**src/iida_pkg.sv**
```systemverilog
// Shared types and constants for the indexed insert/delete array.
`default_nettype none

package iida_pkg;

  localparam int CAPACITY_DEF = 16;
  localparam int DATA_W       = 32;
  localparam int POS_W        = 4;
  localparam int CNT_W        = 5;
  localparam int OP_W         = 2;

  localparam logic [CNT_W-1:0] CAPACITY_RST = 5'd16;

  localparam logic [OP_W-1:0] OP_INSERT = 2'd0;
  localparam logic [OP_W-1:0] OP_DELETE = 2'd1;
  localparam logic [OP_W-1:0] OP_READ   = 2'd2;

  typedef enum logic [2:0] {
    S_IDLE,
    S_MOVE,
    S_READ,
    S_FIN,
    S_OUT
  } ctl_state_t;

  typedef struct packed {
    logic load;
    logic step;
    logic rd_pos;
    logic fin;
    logic out_load;
  } ctl_cmd_t;

  typedef struct packed {
    logic go_move;
    logic go_read;
    logic more;
    logic out_free;
  } dp_sts_t;

endpackage

`default_nettype wire

```
**src/indexed_insert_delete_array.sv**
```systemverilog
// Top level of the indexed insert/delete array.
//
//   channel | ports                                  | direction
//   --------+----------------------------------------+-----------
//   in      | in_valid/in_stall, op, position, value | request in
//   out     | out_valid/out_stall, accepted, count,  | result out
//           | read_value                             |
//   cfg     | cfg_we, cfg_wdata (capacity in use)    | write only
//
// One request at a time. Insert/delete run a shift pass over the entries behind the
// position, moving one word per cycle through the slot RAM's single read and write
// port; reads and rejected requests skip it.
// Reset (synchronous, active low) clears the count; slot contents are not cleared.
// A stalled result waits in the output register; the next request is taken
// as soon as the result is loaded there.
`default_nettype none

module indexed_insert_delete_array #(
  parameter int CAPACITY = iida_pkg::CAPACITY_DEF
) (
  input  wire logic                               clk,
  input  wire logic                               rst_n,
  input  wire logic                               cfg_we,
  input  wire logic [iida_pkg::CNT_W-1:0]         cfg_wdata,
  input  wire logic                               in_valid,
  output logic                                    in_stall,
  input  wire logic [iida_pkg::OP_W-1:0]          in_op,
  input  wire logic [iida_pkg::POS_W-1:0]         in_position,
  input  wire logic signed [iida_pkg::DATA_W-1:0] in_item_value,
  output logic                                    out_valid,
  input  wire logic                               out_stall,
  output logic                                    out_accepted,
  output logic [iida_pkg::CNT_W-1:0]              out_entry_count,
  output logic signed [iida_pkg::DATA_W-1:0]      out_read_value
);

  iida_pkg::ctl_cmd_t cmd;
  iida_pkg::dp_sts_t  sts;

  iida_ctrl u_ctrl (
    .clk      (clk),
    .rst_n    (rst_n),
    .in_valid (in_valid),
    .in_stall (in_stall),
    .sts      (sts),
    .cmd      (cmd)
  );

  iida_dp #(
    .CAPACITY (CAPACITY)
  ) u_dp (
    .clk             (clk),
    .rst_n           (rst_n),
    .cfg_we          (cfg_we),
    .cfg_wdata       (cfg_wdata),
    .in_op           (in_op),
    .in_position     (in_position),
    .in_item_value   (in_item_value),
    .out_valid       (out_valid),
    .out_stall       (out_stall),
    .out_accepted    (out_accepted),
    .out_entry_count (out_entry_count),
    .out_read_value  (out_read_value),
    .cmd             (cmd),
    .sts             (sts)
  );

endmodule

`default_nettype wire

```
**src/iida_ram.sv**
```systemverilog
// Generic single write port, single read port RAM with registered read.
`default_nettype none

module iida_ram #(
  parameter int WIDTH = 32,
  parameter int DEPTH = 16,
  localparam int AW   = (DEPTH > 1) ? $clog2(DEPTH) : 1
) (
  input  wire logic             clk,
  input  wire logic             we,
  input  wire logic [AW-1:0]    waddr,
  input  wire logic [WIDTH-1:0] wdata,
  input  wire logic [AW-1:0]    raddr,
  output logic      [WIDTH-1:0] rdata
);

  logic [WIDTH-1:0] mem [DEPTH];

  always_ff @(posedge clk) begin
    if (we) begin
      mem[waddr] <= wdata;
    end
    rdata <= mem[raddr];
  end

endmodule

`default_nettype wire

```
**src/iida_ctrl.sv**
```systemverilog
// Controller state machine: sequences accept, shift pass, read, finish and output.
`default_nettype none

module iida_ctrl (
  input  wire logic               clk,
  input  wire logic               rst_n,
  input  wire logic               in_valid,
  output logic                    in_stall,
  input  wire iida_pkg::dp_sts_t  sts,
  output iida_pkg::ctl_cmd_t      cmd
);

  iida_pkg::ctl_state_t state_r, state_nxt;

  always_ff @(posedge clk) begin
    if (!rst_n) begin
      state_r <= iida_pkg::S_IDLE;
    end else begin
      state_r <= state_nxt;
    end
  end

  always_comb begin
    state_nxt = state_r;
    cmd       = '0;
    in_stall  = 1'b1;
    case (state_r)
      iida_pkg::S_IDLE: begin
        in_stall = 1'b0;
        if (in_valid) begin
          cmd.load = 1'b1;
          if (sts.go_move) begin
            state_nxt = iida_pkg::S_MOVE;
          end else if (sts.go_read) begin
            state_nxt = iida_pkg::S_READ;
          end else begin
            state_nxt = iida_pkg::S_FIN;
          end
        end
      end
      iida_pkg::S_MOVE: begin
        cmd.step = sts.more;
        if (!sts.more) begin
          state_nxt = iida_pkg::S_FIN;
        end
      end
      iida_pkg::S_READ: begin
        cmd.rd_pos = 1'b1;
        state_nxt  = iida_pkg::S_FIN;
      end
      iida_pkg::S_FIN: begin
        cmd.fin   = 1'b1;
        state_nxt = iida_pkg::S_OUT;
      end
      iida_pkg::S_OUT: begin
        if (sts.out_free) begin
          cmd.out_load = 1'b1;
          state_nxt    = iida_pkg::S_IDLE;
        end
      end
      default: begin
        state_nxt = iida_pkg::S_IDLE;
      end
    endcase
  end

endmodule

`default_nettype wire

```
**src/iida_dp.sv**
```systemverilog
// Datapath: capacity register, count, slot RAM, shift pointers and result registers.
`default_nettype none

module iida_dp #(
  parameter int CAPACITY = iida_pkg::CAPACITY_DEF
) (
  input  wire logic                              clk,
  input  wire logic                              rst_n,
  input  wire logic                              cfg_we,
  input  wire logic [iida_pkg::CNT_W-1:0]        cfg_wdata,
  input  wire logic [iida_pkg::OP_W-1:0]         in_op,
  input  wire logic [iida_pkg::POS_W-1:0]        in_position,
  input  wire logic signed [iida_pkg::DATA_W-1:0] in_item_value,
  output logic                                   out_valid,
  input  wire logic                              out_stall,
  output logic                                   out_accepted,
  output logic [iida_pkg::CNT_W-1:0]             out_entry_count,
  output logic signed [iida_pkg::DATA_W-1:0]    out_read_value,
  input  wire iida_pkg::ctl_cmd_t                cmd,
  output iida_pkg::dp_sts_t                      sts
);

  localparam int CW = iida_pkg::CNT_W;
  localparam int DW = iida_pkg::DATA_W;
  localparam int AW = (CAPACITY > 1) ? $clog2(CAPACITY) : 1;
  localparam int CAP_CLAMP = (CAPACITY > 31) ? 31 : CAPACITY;
  localparam logic [CW-1:0] CAP_LIM = CW'(CAP_CLAMP);

  logic [CW-1:0]                capacity_r;
  logic [CW-1:0]                count_r, count_nxt;
  logic [iida_pkg::OP_W-1:0]    op_r;
  logic [iida_pkg::POS_W-1:0]   pos_r;
  logic [DW-1:0]                val_r;
  logic                         ok_r;
  logic [CW-1:0]                ptr_r;
  logic [CW-1:0]                mv_r;
  logic [CW-1:0]                wa_r;
  logic                         wpend_r;
  logic                         res_acc_r;
  logic [CW-1:0]                res_cnt_r;
  logic [DW-1:0]                res_val_r;
  logic                         out_valid_r;

  logic [CW-1:0] limit;
  logic [CW-1:0] pos5;
  logic          ld_ok;
  logic          ram_we;
  logic [AW-1:0] ram_waddr;
  logic [DW-1:0] ram_wdata;
  logic [AW-1:0] ram_raddr;
  logic [DW-1:0] ram_rdata;

  assign limit = (capacity_r > CAP_LIM) ? CAP_LIM : capacity_r;
  assign pos5  = {1'b0, in_position};

  always_comb begin
    ld_ok = 1'b0;
    case (in_op)
      iida_pkg::OP_INSERT: ld_ok = (pos5 <= count_r) && (count_r < limit);
      iida_pkg::OP_DELETE: ld_ok = pos5 < count_r;
      iida_pkg::OP_READ:   ld_ok = pos5 < count_r;
      default:             ld_ok = 1'b0;
    endcase
  end

  assign sts.go_move  = ld_ok && ((in_op == iida_pkg::OP_INSERT) ||
                                  (in_op == iida_pkg::OP_DELETE));
  assign sts.go_read  = ld_ok && (in_op == iida_pkg::OP_READ);
  assign sts.more     = mv_r != '0;
  assign sts.out_free = !out_valid_r || !out_stall;

  always_comb begin
    count_nxt = count_r;
    if (cmd.fin && ok_r) begin
      if (op_r == iida_pkg::OP_INSERT) begin
        count_nxt = count_r + 1'b1;
      end else if (op_r == iida_pkg::OP_DELETE) begin
        count_nxt = count_r - 1'b1;
      end
    end
  end

  // Shift moves write the word read in the previous cycle; insert writes its value last.
  assign ram_we    = wpend_r || (cmd.fin && ok_r && (op_r == iida_pkg::OP_INSERT));
  assign ram_waddr = wpend_r ? AW'(wa_r) : AW'(pos_r);
  assign ram_wdata = wpend_r ? ram_rdata : val_r;
  assign ram_raddr = cmd.rd_pos ? AW'(pos_r) : AW'(ptr_r);

  iida_ram #(
    .WIDTH (DW),
    .DEPTH (CAPACITY)
  ) u_slots (
    .clk   (clk),
    .we    (ram_we),
    .waddr (ram_waddr),
    .wdata (ram_wdata),
    .raddr (ram_raddr),
    .rdata (ram_rdata)
  );

  always_ff @(posedge clk) begin
    if (!rst_n) begin
      capacity_r  <= iida_pkg::CAPACITY_RST;
      count_r     <= '0;
      mv_r        <= '0;
      wpend_r     <= 1'b0;
      out_valid_r <= 1'b0;
    end else begin
      if (cfg_we) begin
        capacity_r <= cfg_wdata;
      end
      count_r     <= count_nxt;
      wpend_r     <= cmd.step;
      out_valid_r <= cmd.out_load || (out_valid_r && out_stall);
      if (cmd.load) begin
        if (in_op == iida_pkg::OP_INSERT) begin
          mv_r <= count_r - pos5;
        end else begin
          mv_r <= count_r - pos5 - 1'b1;
        end
      end else if (cmd.step) begin
        mv_r <= mv_r - 1'b1;
      end
    end
  end

  always_ff @(posedge clk) begin
    if (cmd.load) begin
      op_r  <= in_op;
      pos_r <= in_position;
      val_r <= in_item_value;
      ok_r  <= ld_ok;
      if (in_op == iida_pkg::OP_INSERT) begin
        ptr_r <= count_r - 1'b1;
      end else begin
        ptr_r <= pos5 + 1'b1;
      end
    end else if (cmd.step) begin
      if (op_r == iida_pkg::OP_INSERT) begin
        wa_r  <= ptr_r + 1'b1;
        ptr_r <= ptr_r - 1'b1;
      end else begin
        wa_r  <= ptr_r - 1'b1;
        ptr_r <= ptr_r + 1'b1;
      end
    end
    if (cmd.fin) begin
      res_acc_r <= ok_r;
      res_cnt_r <= count_nxt;
      res_val_r <= (ok_r && (op_r == iida_pkg::OP_READ)) ? ram_rdata : '0;
    end
    if (cmd.out_load) begin
      out_accepted    <= res_acc_r;
      out_entry_count <= res_cnt_r;
      out_read_value  <= res_val_r;
    end
  end

  assign out_valid = out_valid_r;

endmodule

`default_nettype wire

```
**config.mk**
```make
export PLATFORM = sky130hd
export DESIGN_NAME = indexed_insert_delete_array
export DESIGN_NICKNAME = d
export VERILOG_FILES = /design/src/iida_pkg.sv /design/src/indexed_insert_delete_array.sv /design/src/iida_ram.sv /design/src/iida_ctrl.sv /design/src/iida_dp.sv
export SDC_FILE = /design/constraint.sdc
export NUM_CORES = 1
export LEC_CHECK = 0
export BUFFER_PORTS_ARGS = -buffer_cell sky130_fd_sc_hd__buf_2
export CORE_ASPECT_RATIO = 2
export CORE_UTILIZATION = 55
export CTS_CLUSTER_DIAMETER = 200
export DETAILED_ROUTE_END_ITERATION = 10
export GPL_TIMING_DRIVEN = 0
export MAX_ROUTING_LAYER = met4
export PLACE_DENSITY = 0.72
export SYNTH_ARGS = -nofsm -noshare
export SYNTH_HDL_FRONTEND = slang
export SYNTH_SLANG_ARGS = --single-unit
```
**constraint.sdc**
```tcl
create_clock -name clk -period 5 [get_ports clk]
set_clock_uncertainty 0.05 [all_clocks]
set_input_delay 0.25 -clock clk [delete_from_list [all_inputs] [get_ports clk]]
set_output_delay 0.25 -clock clk [all_outputs]
set_load 0.01 [all_outputs]
```
After elaboration in Yosys (flattened, before gate mapping)
Memories as Yosys holds them, arrays and structs flattened. A register that Yosys moved wholly into a read port is not among the register bits.
Index checks and enable logic that the tools add are counted.
Cells by class
  multiplexer cells: 32
  bitwise gates (word level): 1
  add/sub/neg operators: 8
  order comparisons: 4
  eq/ne operators: 11
  reductions and logical operators: 21
Operator list (number)
  2-to-1 mux 5 bit: 11
  2-to-1 mux 32 bit: 1
  subtractor 5 x 1 -> 5 bit, second input constant: 4
  one-hot mux 3 bit (5 select lines): 1
  2-to-1 mux 4 bit: 3
  2-to-1 mux 1 bit: 11
  adder 5 x 1 -> 5 bit, second input constant: 2
  2-to-1 mux 3 bit: 3
  logical AND 1 bit: 7
  equality test 3 x 2 -> 1 bit, second input constant: 2
  inequality test 2 bit, second input constant: 3
  adder 4 x 1 -> 5 bit, second input constant: 1
  greater-than comparator 5 bit, second input constant: 1
  <= comparator 4 x 5 -> 1 bit: 1
  less-than comparator 4 x 5 -> 1 bit: 1
  less-than comparator 5 bit: 1
  nonzero test 5 bit: 1
  subtractor 5 x 4 -> 5 bit: 1
  equality test 2 x 1 -> 1 bit, second input constant: 2
  equality test 2 bit, second input constant: 2
  zero test 2 bit: 2
  logical OR 1 bit: 4
  equality test 3 x 1 -> 1 bit, second input constant: 1
  equality test 3 bit, second input constant: 1
  other kinds (9): 10
Word-level totals
  register bits after elaboration: 144
  memories kept: 1
  bits in writable memories: 512
  output and inout port bits: 40
  input bits: 48
Memories
  u_dp.u_slots.mem: depth 16, width 32, rd ports 1, clocked after Yosys merged registers in 1, write ports 1, line iida_ram.sv:17  | logic [WIDTH-1:0] mem [DEPTH];

Longest topological paths before layout
Gate-level depths: netlist (run 1).
  depth in word-level cells: 10
  depth in mapped cells: 12

Modules after synthesis
Synthesis (run 1) repeated with hierarchy kept, for this count alone.
Second synthesis, totals
  cells, all modules: 1270
  area total of the unflattened synthesis: 26090.0 sq um
By module, submodules not included
  iida_ram: cells each 838, area an instance 19835.3 sq um, seq. area each 16015.4 sq um, instances 1
  iida_dp: cells each 408, area an instance 6050.8 sq um, seq. area each 4033.9 sq um, instances 1
  iida_ctrl: cells each 24, area an instance 203.9 sq um, seq. area each 60.1 sq um, instances 1

Worst setup path after synthesis (run 1)
No wires, ideal clock.
  kind: reg-to-reg
  from: register u_ctrl.state_r[0]
  to: memory u_dp.u_slots.mem[10][0] (enable)
  path slack: 1058 ps
  arrival time: 3471 ps
  cell stages (with the launch flop): 8
  cell sequence: dfxtp_1 > buf_2 > nand3b_1 > inv_1 > nand3b_1 > o41ai_1 > nand2_1 > nor2_1
On the way
  cells in the longest elaborated chain, start to end: 7
Ends and longest elaborated chain
  start, declared: line iida_ctrl.sv:13  | iida_pkg::ctl_state_t state_r, state_nxt;
  start signal, assigned: line iida_ctrl.sv:17  | state_r <= iida_pkg::S_IDLE;
  start signal, assigned: line iida_ctrl.sv:19  | state_r <= state_nxt;
  equality test 3 x 2 -> 1 bit: line iida_ctrl.sv:27  | case (state_r)
  2-to-1 mux 1 bit: line iida_ctrl.sv:27
  logical AND 1 bit (2 in a row): line iida_dp.sv:84  | assign ram_we = wpend_r || (cmd.fin && ok_r && (op_r == iida_pkg::OP_INSERT));
  logical OR 1 bit: line iida_dp.sv:84
  2-to-1 mux 1 bit: line iida_ram.sv:20  | if (we) begin
  2-to-1 mux 1 bit (not written as such): line iida_ram.sv:21  | mem[waddr] <= wdata;
  end, declared: line iida_ram.sv:17
No other way between the ends.

Final worst setup path (run 1)
  from: register u_ctrl.state_r[0]
  to: memory u_dp.u_slots.mem[8][19] (enable)
Same word-level chain as after synthesis.

==> impl_metrics.yaml, run 1 <==
status:
  status: "finished, final reports clean"
floorplanning:
  die_w_microns: 159
  num_rows: 114
  initial_core_util_pct: 55.9
  coreArea_sq_mm: 0.0484
  pin_count: 88
  die_h_microns: 316
  die-area_sq_mm: 0.0501
setup_path:
  cp_common_cell: "nand3b_1"
  worst-path-max-fanout: 21
  cpPeakStageDelay_ps: 880
  critical_path_class: "reg -> reg"
  crit_arrival_ps: 4220
  cp_slowest_cell: "nor2_4"
  cp.required_ps: 5250
  worstPathCellList: "buf_2, nand3b_1, inv_2, buf_12, nand3b_1, o41ai_1, nand2_1, nor2_4, buf_16"
  cp-start-kind: "flop"
  crit_path_end_kind: "flop"
timing:
  hold_viol: 0
  setup_viol: 0
  final.min_clock_period_ps: 3970
  slew_violations: 0
  post-route-period-util_pct: 79.4
  rsz0062_at_grt: "no"
  setup_ws_ps: 1030
  tightest_slew_ps: 1020
  maxSlewHeadroom_pct: 32.1
  fin_setup_tns_ps: 0
  clock.fmax_mhz: 252
synthesis:
  synth-adder-area-share_pct: 1.00
  synth_edf_count: 635
  yosysWarningCount: 0
  postSynthNetCount: 1656
  yosys.area_share.xor_xnor_pct: 0.680
  synth_cell_type_count: 52
  syn_avg_cell_area_sq_um: 17.0
  async_flop_share_pct: 0
  synth-compound-area-share_pct: 4.25
  netlist_area_sq_mm: 0.0270
  ys.flop_type: "edfxtp_1"
  synth_top_family_by_area: "multiplexers"
  synth_cells: 1587
  synthMuxAreaShare_pct: 14.0
  yosysSeqAreaShare_pct: 74.4
  yosys.area_share.simple_pct: 3.86
  synth_seq_cells: 687
hold_path:
  hp-class: "in -> reg"
clock_network:
  cts.sinks: 687
  cts_tree: "done"
  clock_path_buffers: 3
  clk_latency_ps: 610
  cts_buffers: 55
  root_buffer: "clkbuf_16"
  h-tree-depth: 2
  cts.repair.resized: 0
  clk_pin_slew_ps: 70
  cts_hold_buffers: 47
  postCtsSetupBuffers: 0
placement:
  place_ws_ps: 1050
  dp_cells: 2330
  hpwl_microns: 41000
  gp_congestion: 0.811
  portBuffers: 86
drt:
  drcViolationCount: 0
  routed_wl_microns: 61900
  detail-route-antenna-nets: 0
  route.detailed.wl_per_inst_microns: 24.9
  firstDrtPassIters: 5
  viasPerCell: 5.86
  drt_iter0_drc: 1056
  dr_total_vias: 14534
power_and_ir_drop:
  power.total_mw: 17.2
  leakagePower_nw: 10.9
  vdd_drop_max_mv: 0.340
  p_per_area_mw_per_mm2: 553
final_layout:
  layout.nets: 1865
  instances_no_fill: 2481
  layout-drive-gt1-share_pct: 18.4
  final_common_cell: "edfxtp_1"
  final_cell_mix: "edfxtp_1 (635), mux2i_1 (268), buf_2 (105), mux2_2 (83), nor2_1 (80)"
  syn2layout_area_growth_pct: 14.9
global_route:
  grt_pass1_wl_microns: 91700
  grt_max_degree: 49
  antenna_found_initial: 1
  grt_pass1_vias: 15424
  grt_util_all_layers_pct: 25.9
  grt.overflow.total: 0
job:
  cap_violations: 0
worst max-delay path, delay by kind of cell, from the launching register on:
family                 cells  cell delay [ps]
buffers and inverters      4             1210
flip-flops                 1              300
AND/OR/NAND/NOR            4             1670
AO/OA/AOI/OAI              1              400
Yosys cell counts, types with 15 or more instances:
cell      instances  area share (%)
o21ai_0          15            0.28
buf_2            19            0.35
inv_1            24            0.33
nor2_1           96             1.3
mux2_1           16            0.67
o22ai_1          34            0.79
mux2_2           83             3.5
a21oi_1          38            0.70
mux2i_1         268             9.9
and2_1           39            0.90
a211oi_1         64             1.8
nand2_1          32            0.44
edfxtp_1        635              71
clkbuf_1         36            0.50
xnor2_1          15            0.49
dfxtp_1          52             3.9
buf_4            17            0.47
ha_1             20            0.93
state kept, by name, indices dropped and copies added (netlist names):
register,flops
u_dp.u_slots.mem,512
u_dp.out_read_value,32
u_dp.res_val_r,32
u_dp.u_slots.rdata,32
u_dp.val_r,32
u_dp.capacity_r,5
u_dp.count_r,5
u_dp.mv_r,5
u_dp.out_entry_count,5
u_dp.res_cnt_r,5
u_dp.pos_r,4
u_dp.ptr_r,4
u_dp.wa_r,4
u_ctrl.state_r,3
u_dp.op_r,2
u_dp.ok_r,1
u_dp.out_accepted,1
u_dp.out_valid,1
u_dp.res_acc_r,1
u_dp.wpend_r,1
final cells by class:
cell class	instances	area, sq um
Sequential cell	687	20100
Tap cell	638	798
Clock buffer	74	1530
Antenna cell	1	2.50
Clock inverter	29	244
Timing Repair Buffer	152	1330
Fill cell	3318	17300
Multi-Input combinational cell	797	6580
Inverter	24	90.1
Buffer	79	388
path summary, 6_finish.rpt:
kind | depth (start not counted) | slack (ps) | endpoint | from
setup / recovery | 9 | 1030 | u_dp.u_slots.mem[8][19] | u_ctrl.state_r[0]
setup reg to reg | 9 | 1030 | u_dp.u_slots.mem[8][19] | u_ctrl.state_r[0]
hold reg to reg | 0 | 370 | u_dp.out_read_value[16] | u_dp.res_val_r[16]
hold / removal | 2 | 30 | u_dp.capacity_r[4] | cfg_we
through the flow:
| stage | instance area [sq um] | util (%) | hold slack [ps] |
|---|---|---|---|
| after floorplan | 27000 | - | 299 |
| after global placement | 28300 | 58.4 | 351 |
| after detailed placement | 28800 | 59.6 | 356 |
| after CTS | 31100 | 64.2 | 5.45 |
| after global routing | 31100 | 64.2 | 43.6 |
| final | 31100 | 64.2 | 25.2 |
report_power, final:
group / internal, mW / switching, mW
clock network: 2.31 / 1.99
logic: 2.02 / 3.53
registers: 7.16 / 0.182
total: 11.5 / 5.70
cell families after synthesis:
kind of cell	Yosys count
compound gates	175
xor+xnor	21
fa+ha+maj	21
buf+inv	103
flops	687
mux	367
simple gates	213
routing by layer:
layer | part of all wire [%] | GRT usage, % | vias to the layer above
met5 | 0 | - | -
met1 | 35 | 26.1 | 7298
li1 | - | - | 6538
met3 | 4.1 | 2.96 | 195
met2 | 56 | 48.6 | 503
met4 | 4.8 | 13.5 | 0
No activity file was read; power rests on OpenSTA's default activity.
==> run 2: changes to the inputs <==
--- a/config.mk
+++ b/config.mk
@@ -5,6 +5,7 @@
 export SDC_FILE = /design/constraint.sdc
 export NUM_CORES = 1
 export LEC_CHECK = 0
+export ABC_AREA = 1
 export BUFFER_PORTS_ARGS = -buffer_cell sky130_fd_sc_hd__buf_2
 export CORE_ASPECT_RATIO = 2
 export CORE_UTILIZATION = 55
==> constraint.sdc (replaced) <==
create_clock -name clk -period 4.1 [get_ports clk]
set_clock_uncertainty 0.05 [all_clocks]
set_input_delay 0.205 -clock clk [delete_from_list [all_inputs] [get_ports clk]]
set_output_delay 0.205 -clock clk [all_outputs]
set_load 0.01 [all_outputs]
==> impl_metrics.yaml, run 2 <==
timing:
  tightest_slew_ps: 1470
  holdWs_ps: 226
  setup_ws_ps: 329
  setup_viol: 0
  post-route-period-util_pct: 92.0
  fin_setup_tns_ps: 0
  hold_viol: 0
  maxSlewHeadroom_pct: 1.82
  slew_violations: 0
  clock.fmax_mhz: 265
  rsz0062_at_grt: "no"
  final.min_clock_period_ps: 3770
final_layout:
  final_common_cell: "edfxtp_1"
  final_cell_area_sq_mm: 0.0314
  num_antenna_cells: 0
  syn2layout_area_growth_pct: 14.9
  final_cell_mix: "edfxtp_1 (635), inv_1 (223), nand2_1 (210), o21ai_0 (204), o211ai_1 (197)"
  final_util_pct: 64.1
  instances_no_fill: 3038
  largest-register: "u_dp.u_slots.mem"
  layout-drive-gt1-share_pct: 12.5
  largest_register_ffs: 512
  layout.nets: 2417
synthesis:
  synth.most_common_cell: "edfxtp_1"
  synth_seq_cells: 687
  ys.flop_type: "edfxtp_1"
  yosysWarningCount: 0
  synth_cells: 2127
  synth_edf_count: 635
  ys_top_cells_by_area: "edfxtp_1 (70%), o211ai_1 (5.4%), dfxtp_1 (3.8%), o21ai_0 (3.7%), inv_1 (3.3%)"
  postSynthNetCount: 2196
  async_flop_share_pct: 0
  synth_area_leader_cell: "edfxtp_1"
  yosysSeqAreaShare_pct: 73.5
  syn_avg_cell_area_sq_um: 12.9
  synth_common_cells: "edfxtp_1 (635), inv_1 (239), nand2_1 (210)"
  netlist_area_sq_mm: 0.0274
  synth_cell_type_count: 34
  synth_top_area_share_pct: 69.7
global_route:
  antenna_found_initial: 0
  grt_util_met3_pct: 4.53
  grt_util_all_layers_pct: 33.8
  gr-usage-met2_pct: 57.3
  grt_max_degree: 33
  grt_pass1_vias: 18526
  use_met1_pct: 33.4
  grt_pass1_wl_microns: 118000
  grt.busiest_layer: "met2"
  grt.overflow.total: 0
job:
  cap_violations: 0
hold_path:
  hp-class: "in -> reg"
  hold_end: "u_dp.val_r[5]"
  min_delay_path_depth: 2
  worstHoldStart: "in_item_value[5]"
floorplanning:
  die_w_microns: 160
  initial_core_util_pct: 55.7
  coreArea_sq_mm: 0.0491
  pin_count: 88
  num_rows: 115
  die-area_sq_mm: 0.0507
  die_h_microns: 317
clock_network:
  cts_tree: "done"
  h-tree-depth: 2
  cts.repair.resized: 0
  clock_path_buffers: 3
  cts.sinks: 687
  cts_buffers: 56
  clk_pin_slew_ps: 70
  clk_latency_ps: 640
  root_buffer: "clkbuf_16"
placement:
  place_ws_ps: 355
  dp_cells: 2872
  gp_congestion: 0.919
  hpwl_microns: 55200
  placed_area_sq_mm: 0.0289
  portBuffers: 86
power_and_ir_drop:
  p_per_area_mw_per_mm2: 781
  power.total_mw: 24.5
  vdd_drop_max_mv: 0.527
  leakagePower_nw: 11.5
setup_path:
  crit_path_end_kind: "flop"
  reg2reg_depth: 5
  regToRegStartpoint: "u_dp.wpend_r"
  r2r_end: "u_dp.u_slots.mem[6][25]"
  critical_path_class: "reg -> reg"
  cp-start-kind: "flop"
  crit_arrival_ps: 3930
  timing.reg2reg.setup_slack_ps: 330
  cp.required_ps: 4260
  worst-path-max-fanout: 16
drt:
  route.detailed.wl_per_inst_microns: 27.1
  routed_wl_microns: 82200
  dr_total_vias: 18658
  drt_iter0_drc: 2219
  drcViolationCount: 0
  firstDrtPassIters: 5
  detail-route-antenna-nets: 0
  viasPerCell: 6.14
status:
  status: "finished, final reports clean"
run 2: worst max-delay path by stage:
stage,slack (ps),start,endpoint
2_1_floorplan,130,u_ctrl.state_r[0],u_dp.u_slots.mem[12][0]
3_3_place_gp,-2170,u_ctrl.state_r[0],u_dp.u_slots.mem[11][20]
3_5_place_dp,360,u_dp.wpend_r,u_dp.u_slots.mem[3][27]
4_1_cts,280,u_dp.wpend_r,u_dp.u_slots.mem[11][27]
5_1_grt,200,u_dp.wpend_r,u_dp.u_slots.mem[10][20]
6_report,330,u_dp.wpend_r,u_dp.u_slots.mem[6][25]
run 2: worst max-delay path: stages, from the launching register on:
cell      delay (ps)
dfxtp_1          360
clkbuf_1         350
clkbuf_1         580
clkbuf_1         780
nor2_1           120
a21oi_1         1090
run 2: cell type report:
cell class | instances | area (sq um)
Clock inverter | 28 | 334
Clock buffer | 77 | 1530
Multi-Input combinational cell | 1079 | 5810
Buffer | 118 | 587
Tap cell | 643 | 805
Inverter | 243 | 913
Fill cell | 3538 | 17600
Sequential cell | 687 | 20100
Timing Repair Buffer | 163 | 1350
run 2: timing repair:
action                                  4_1_cts  5_1_grt
hold buffers                                 56        0
setup buffers                                 0        0
endpoints found under the setup margin        0        0
hold endpoints to repair                     48        0
run 2: cell families (layout without fill, tap and decap cells):
kind of cell | count (synthesis) | after routing | share of synthesized area, %
adder cells (fa/ha/maj) | 21 | 21 | 0.988
buffers and inverters | 361 | 629 | 5.48
XOR/XNOR | 18 | 18 | 0.576
flip-flops | 687 | 687 | 73.5
AND/OR/NAND/NOR | 533 | 533 | 7.94
AO/OA/AOI/OAI | 507 | 507 | 11.5
run 2: routing by layer:
metal / routed length (microns) / up-vias
li1: - / 8051
met1: 25400 / 8998
met2: 41500 / 1196
met3: 6270 / 413
met4: 9040 / 0
met5: 0 / -
run 2: report_power, final:
group          total (mW)  switching (mW)  leakage, nW  internal, mW
logic                10.0            7.47         4.39          2.53
registers            8.98           0.180         6.17          8.80
clock network        5.57            2.50        0.913          3.07
total                24.5            10.2         11.5          14.4
==> run 3: changes to the inputs <==
--- a/config.mk
+++ b/config.mk
@@ -13,7 +13,7 @@
 export DETAILED_ROUTE_END_ITERATION = 10
 export GPL_TIMING_DRIVEN = 0
 export MAX_ROUTING_LAYER = met4
-export PLACE_DENSITY = 0.72
+export PLACE_DENSITY = 0.75
 export SYNTH_ARGS = -nofsm -noshare
 export SYNTH_HDL_FRONTEND = slang
 export SYNTH_SLANG_ARGS = --single-unit
==> constraint.sdc (replaced) <==
create_clock -name clk -period 3.2 [get_ports clk]
set_clock_uncertainty 0.05 [all_clocks]
set_input_delay 0.16 -clock clk [delete_from_list [all_inputs] [get_ports clk]]
set_output_delay 0.16 -clock clk [all_outputs]
set_load 0.01 [all_outputs]
==> impl_metrics.yaml, run 3 (synthesis results as in run 2) <==
drt:
  drt_iter0_drc: 2321
  drcViolationCount: 0
  routed_wl_microns: 83300
  viasPerCell: 6.17
  firstDrtPassIters: 6
  dr_total_vias: 18708
  route.detailed.wl_per_inst_microns: 27.5
  detail-route-antenna-nets: 0
final_layout:
  syn2layout_area_growth_pct: 15.0
  largest_register_ffs: 512
  instances_no_fill: 3031
  layout.nets: 2408
  final_cell_mix: "edfxtp_1 (635), inv_1 (223), nand2_1 (210), o21ai_0 (204), o211ai_1 (197)"
  final_cell_area_sq_mm: 0.0314
  final_common_cell: "edfxtp_1"
  layout-drive-gt1-share_pct: 13.2
  largest-register: "u_dp.u_slots.mem"
global_route:
  grt_pass1_vias: 18663
  grt_pass1_wl_microns: 118000
  grt.overflow.total: 0
  antenna_found_initial: 1
  grt_util_all_layers_pct: 34.1
  grt_max_degree: 33
clock_network:
  clock_path_buffers: 3
  cts_buffers: 58
  cts_tree: "done"
  root_buffer: "clkbuf_16"
  cts.sinks: 687
  clk_pin_slew_ps: 70
  h-tree-depth: 2
  clk_latency_ps: 640
floorplanning:
  die_h_microns: 317
  pin_count: 88
  die-area_sq_mm: 0.0507
  coreArea_sq_mm: 0.0491
  die_w_microns: 160
  initial_core_util_pct: 55.7
  num_rows: 115
timing:
  setup_ws_ps: -79.5
  holdWs_ps: 178
  maxSlewHeadroom_pct: 21.6
  clock.fmax_mhz: 305
  setup_viol: 20
  final.min_clock_period_ps: 3280
  hold_viol: 0
  fin_setup_tns_ps: -1120
  post-route-period-util_pct: 102
  slew_violations: 0
  rsz0062_at_grt: "yes"
  tightest_slew_ps: 1180
placement:
  portBuffers: 86
  dp_cells: 2861
  gp_congestion: 0.933
  placed_area_sq_mm: 0.0288
  hpwl_microns: 53400
status:
  violations: "setup timing"
  status: "finished with violations"
job:
  cap_violations: 0
setup_path:
  cp.required_ps: 3450
  critical_path_class: "reg -> reg"
  cp-start-kind: "flop"
  crit_path_end_kind: "flop"
  crit_arrival_ps: 3530
  worst-path-max-fanout: 16
  timing.reg2reg.setup_slack_ps: -80
power_and_ir_drop:
  p_per_area_mw_per_mm2: 1010
  vdd_drop_max_mv: 0.630
  power.total_mw: 31.7
  leakagePower_nw: 11.3
hold_path:
  hp-class: "in -> reg"
[run 3: cell types whose count changed in the layout (fill, tap and decap cells not counted), sizes merged]
cell	change
buf	-17
bufinv	-2
clkbuf	-2
clkdlybuf4s15	+2
clkinv	+5
clkinvlp	+24
diode	+1
inv	-18
[run 3: per-stage QoR]
stage / util [%] / setup WS (ps)
2_1_floorplan: - / 79.4
3_3_place_gp: 58.4 / -1310
3_5_place_dp: 58.6 / -784
4_1_cts: 63.9 / 24.3
5_1_grt: 64.1 / -62.9
6_report: 64.1 / -79.5
[run 3: worst max-delay path, stage by stage, from the launching register on]
cell	delay [ps]
dfxtp_1	300
clkbuf_1	230
clkbuf_2	420
clkdlybuf4s15_1	870
a21oi_2	1050
[run 3: area by class of cell]
| type | instances | area, sq um |
|---|---|---|
| clock inverters | 33 | 307 |
| repair buffers | 148 | 1100 |
| flip-flops and latches | 687 | 20100 |
| repair inverters | 4 | 30.0 |
| diodes | 1 | 2.50 |
| plain buffers | 118 | 606 |
| fillers | 3474 | 17600 |
| inverters | 243 | 973 |
| well taps | 643 | 805 |
| clock buffers | 75 | 1590 |
| multi-input cells | 1079 | 5930 |
[run 3: per-layer routing]
layer  share of wire [%]  track usage [%]  wire (microns)  vias up
li1                    -                -               -     8028
met1                  31             33.9           25900     8989
met2                  50             57.9           41600     1257
met3                 8.1             4.88            6750      434
met4                  11             31.3            9100        0
met5                   0                -               0        -
[run 3: where the power goes]
part           leakage, nW  total [mW]  switching [mW]  internal [mW]
clock network        0.920        7.17            3.26           3.92
logic                 4.20        13.0            9.73           3.25
registers             6.17        11.5           0.229           11.3
[run 3: path summary, 6_finish.rpt]
path / cells after the start / start / end
worst max register to register: 4 / u_dp.wpend_r / u_dp.u_slots.mem[2][16]
worst max-delay path: 4 / u_dp.wpend_r / u_dp.u_slots.mem[2][16]
worst min-delay path: 2 / in_item_value[3] / u_dp.val_r[3]
worst min register to register: 0 / u_dp.res_cnt_r[2] / u_dp.out_entry_count[2]
[run 3: timing repair]
| item | CTS | global route |
|---|---|---|
| hold buffers | 56 | 0 |
| setup endpoints to repair | 992 | 334 |
| buffers inserted | 1 | 0 |
| resized for setup | 30 | 24 |
| cloned | 1 | 3 |
| endpoints found under the hold margin | 53 | 0 |
| pin swaps | 1 | 0 |
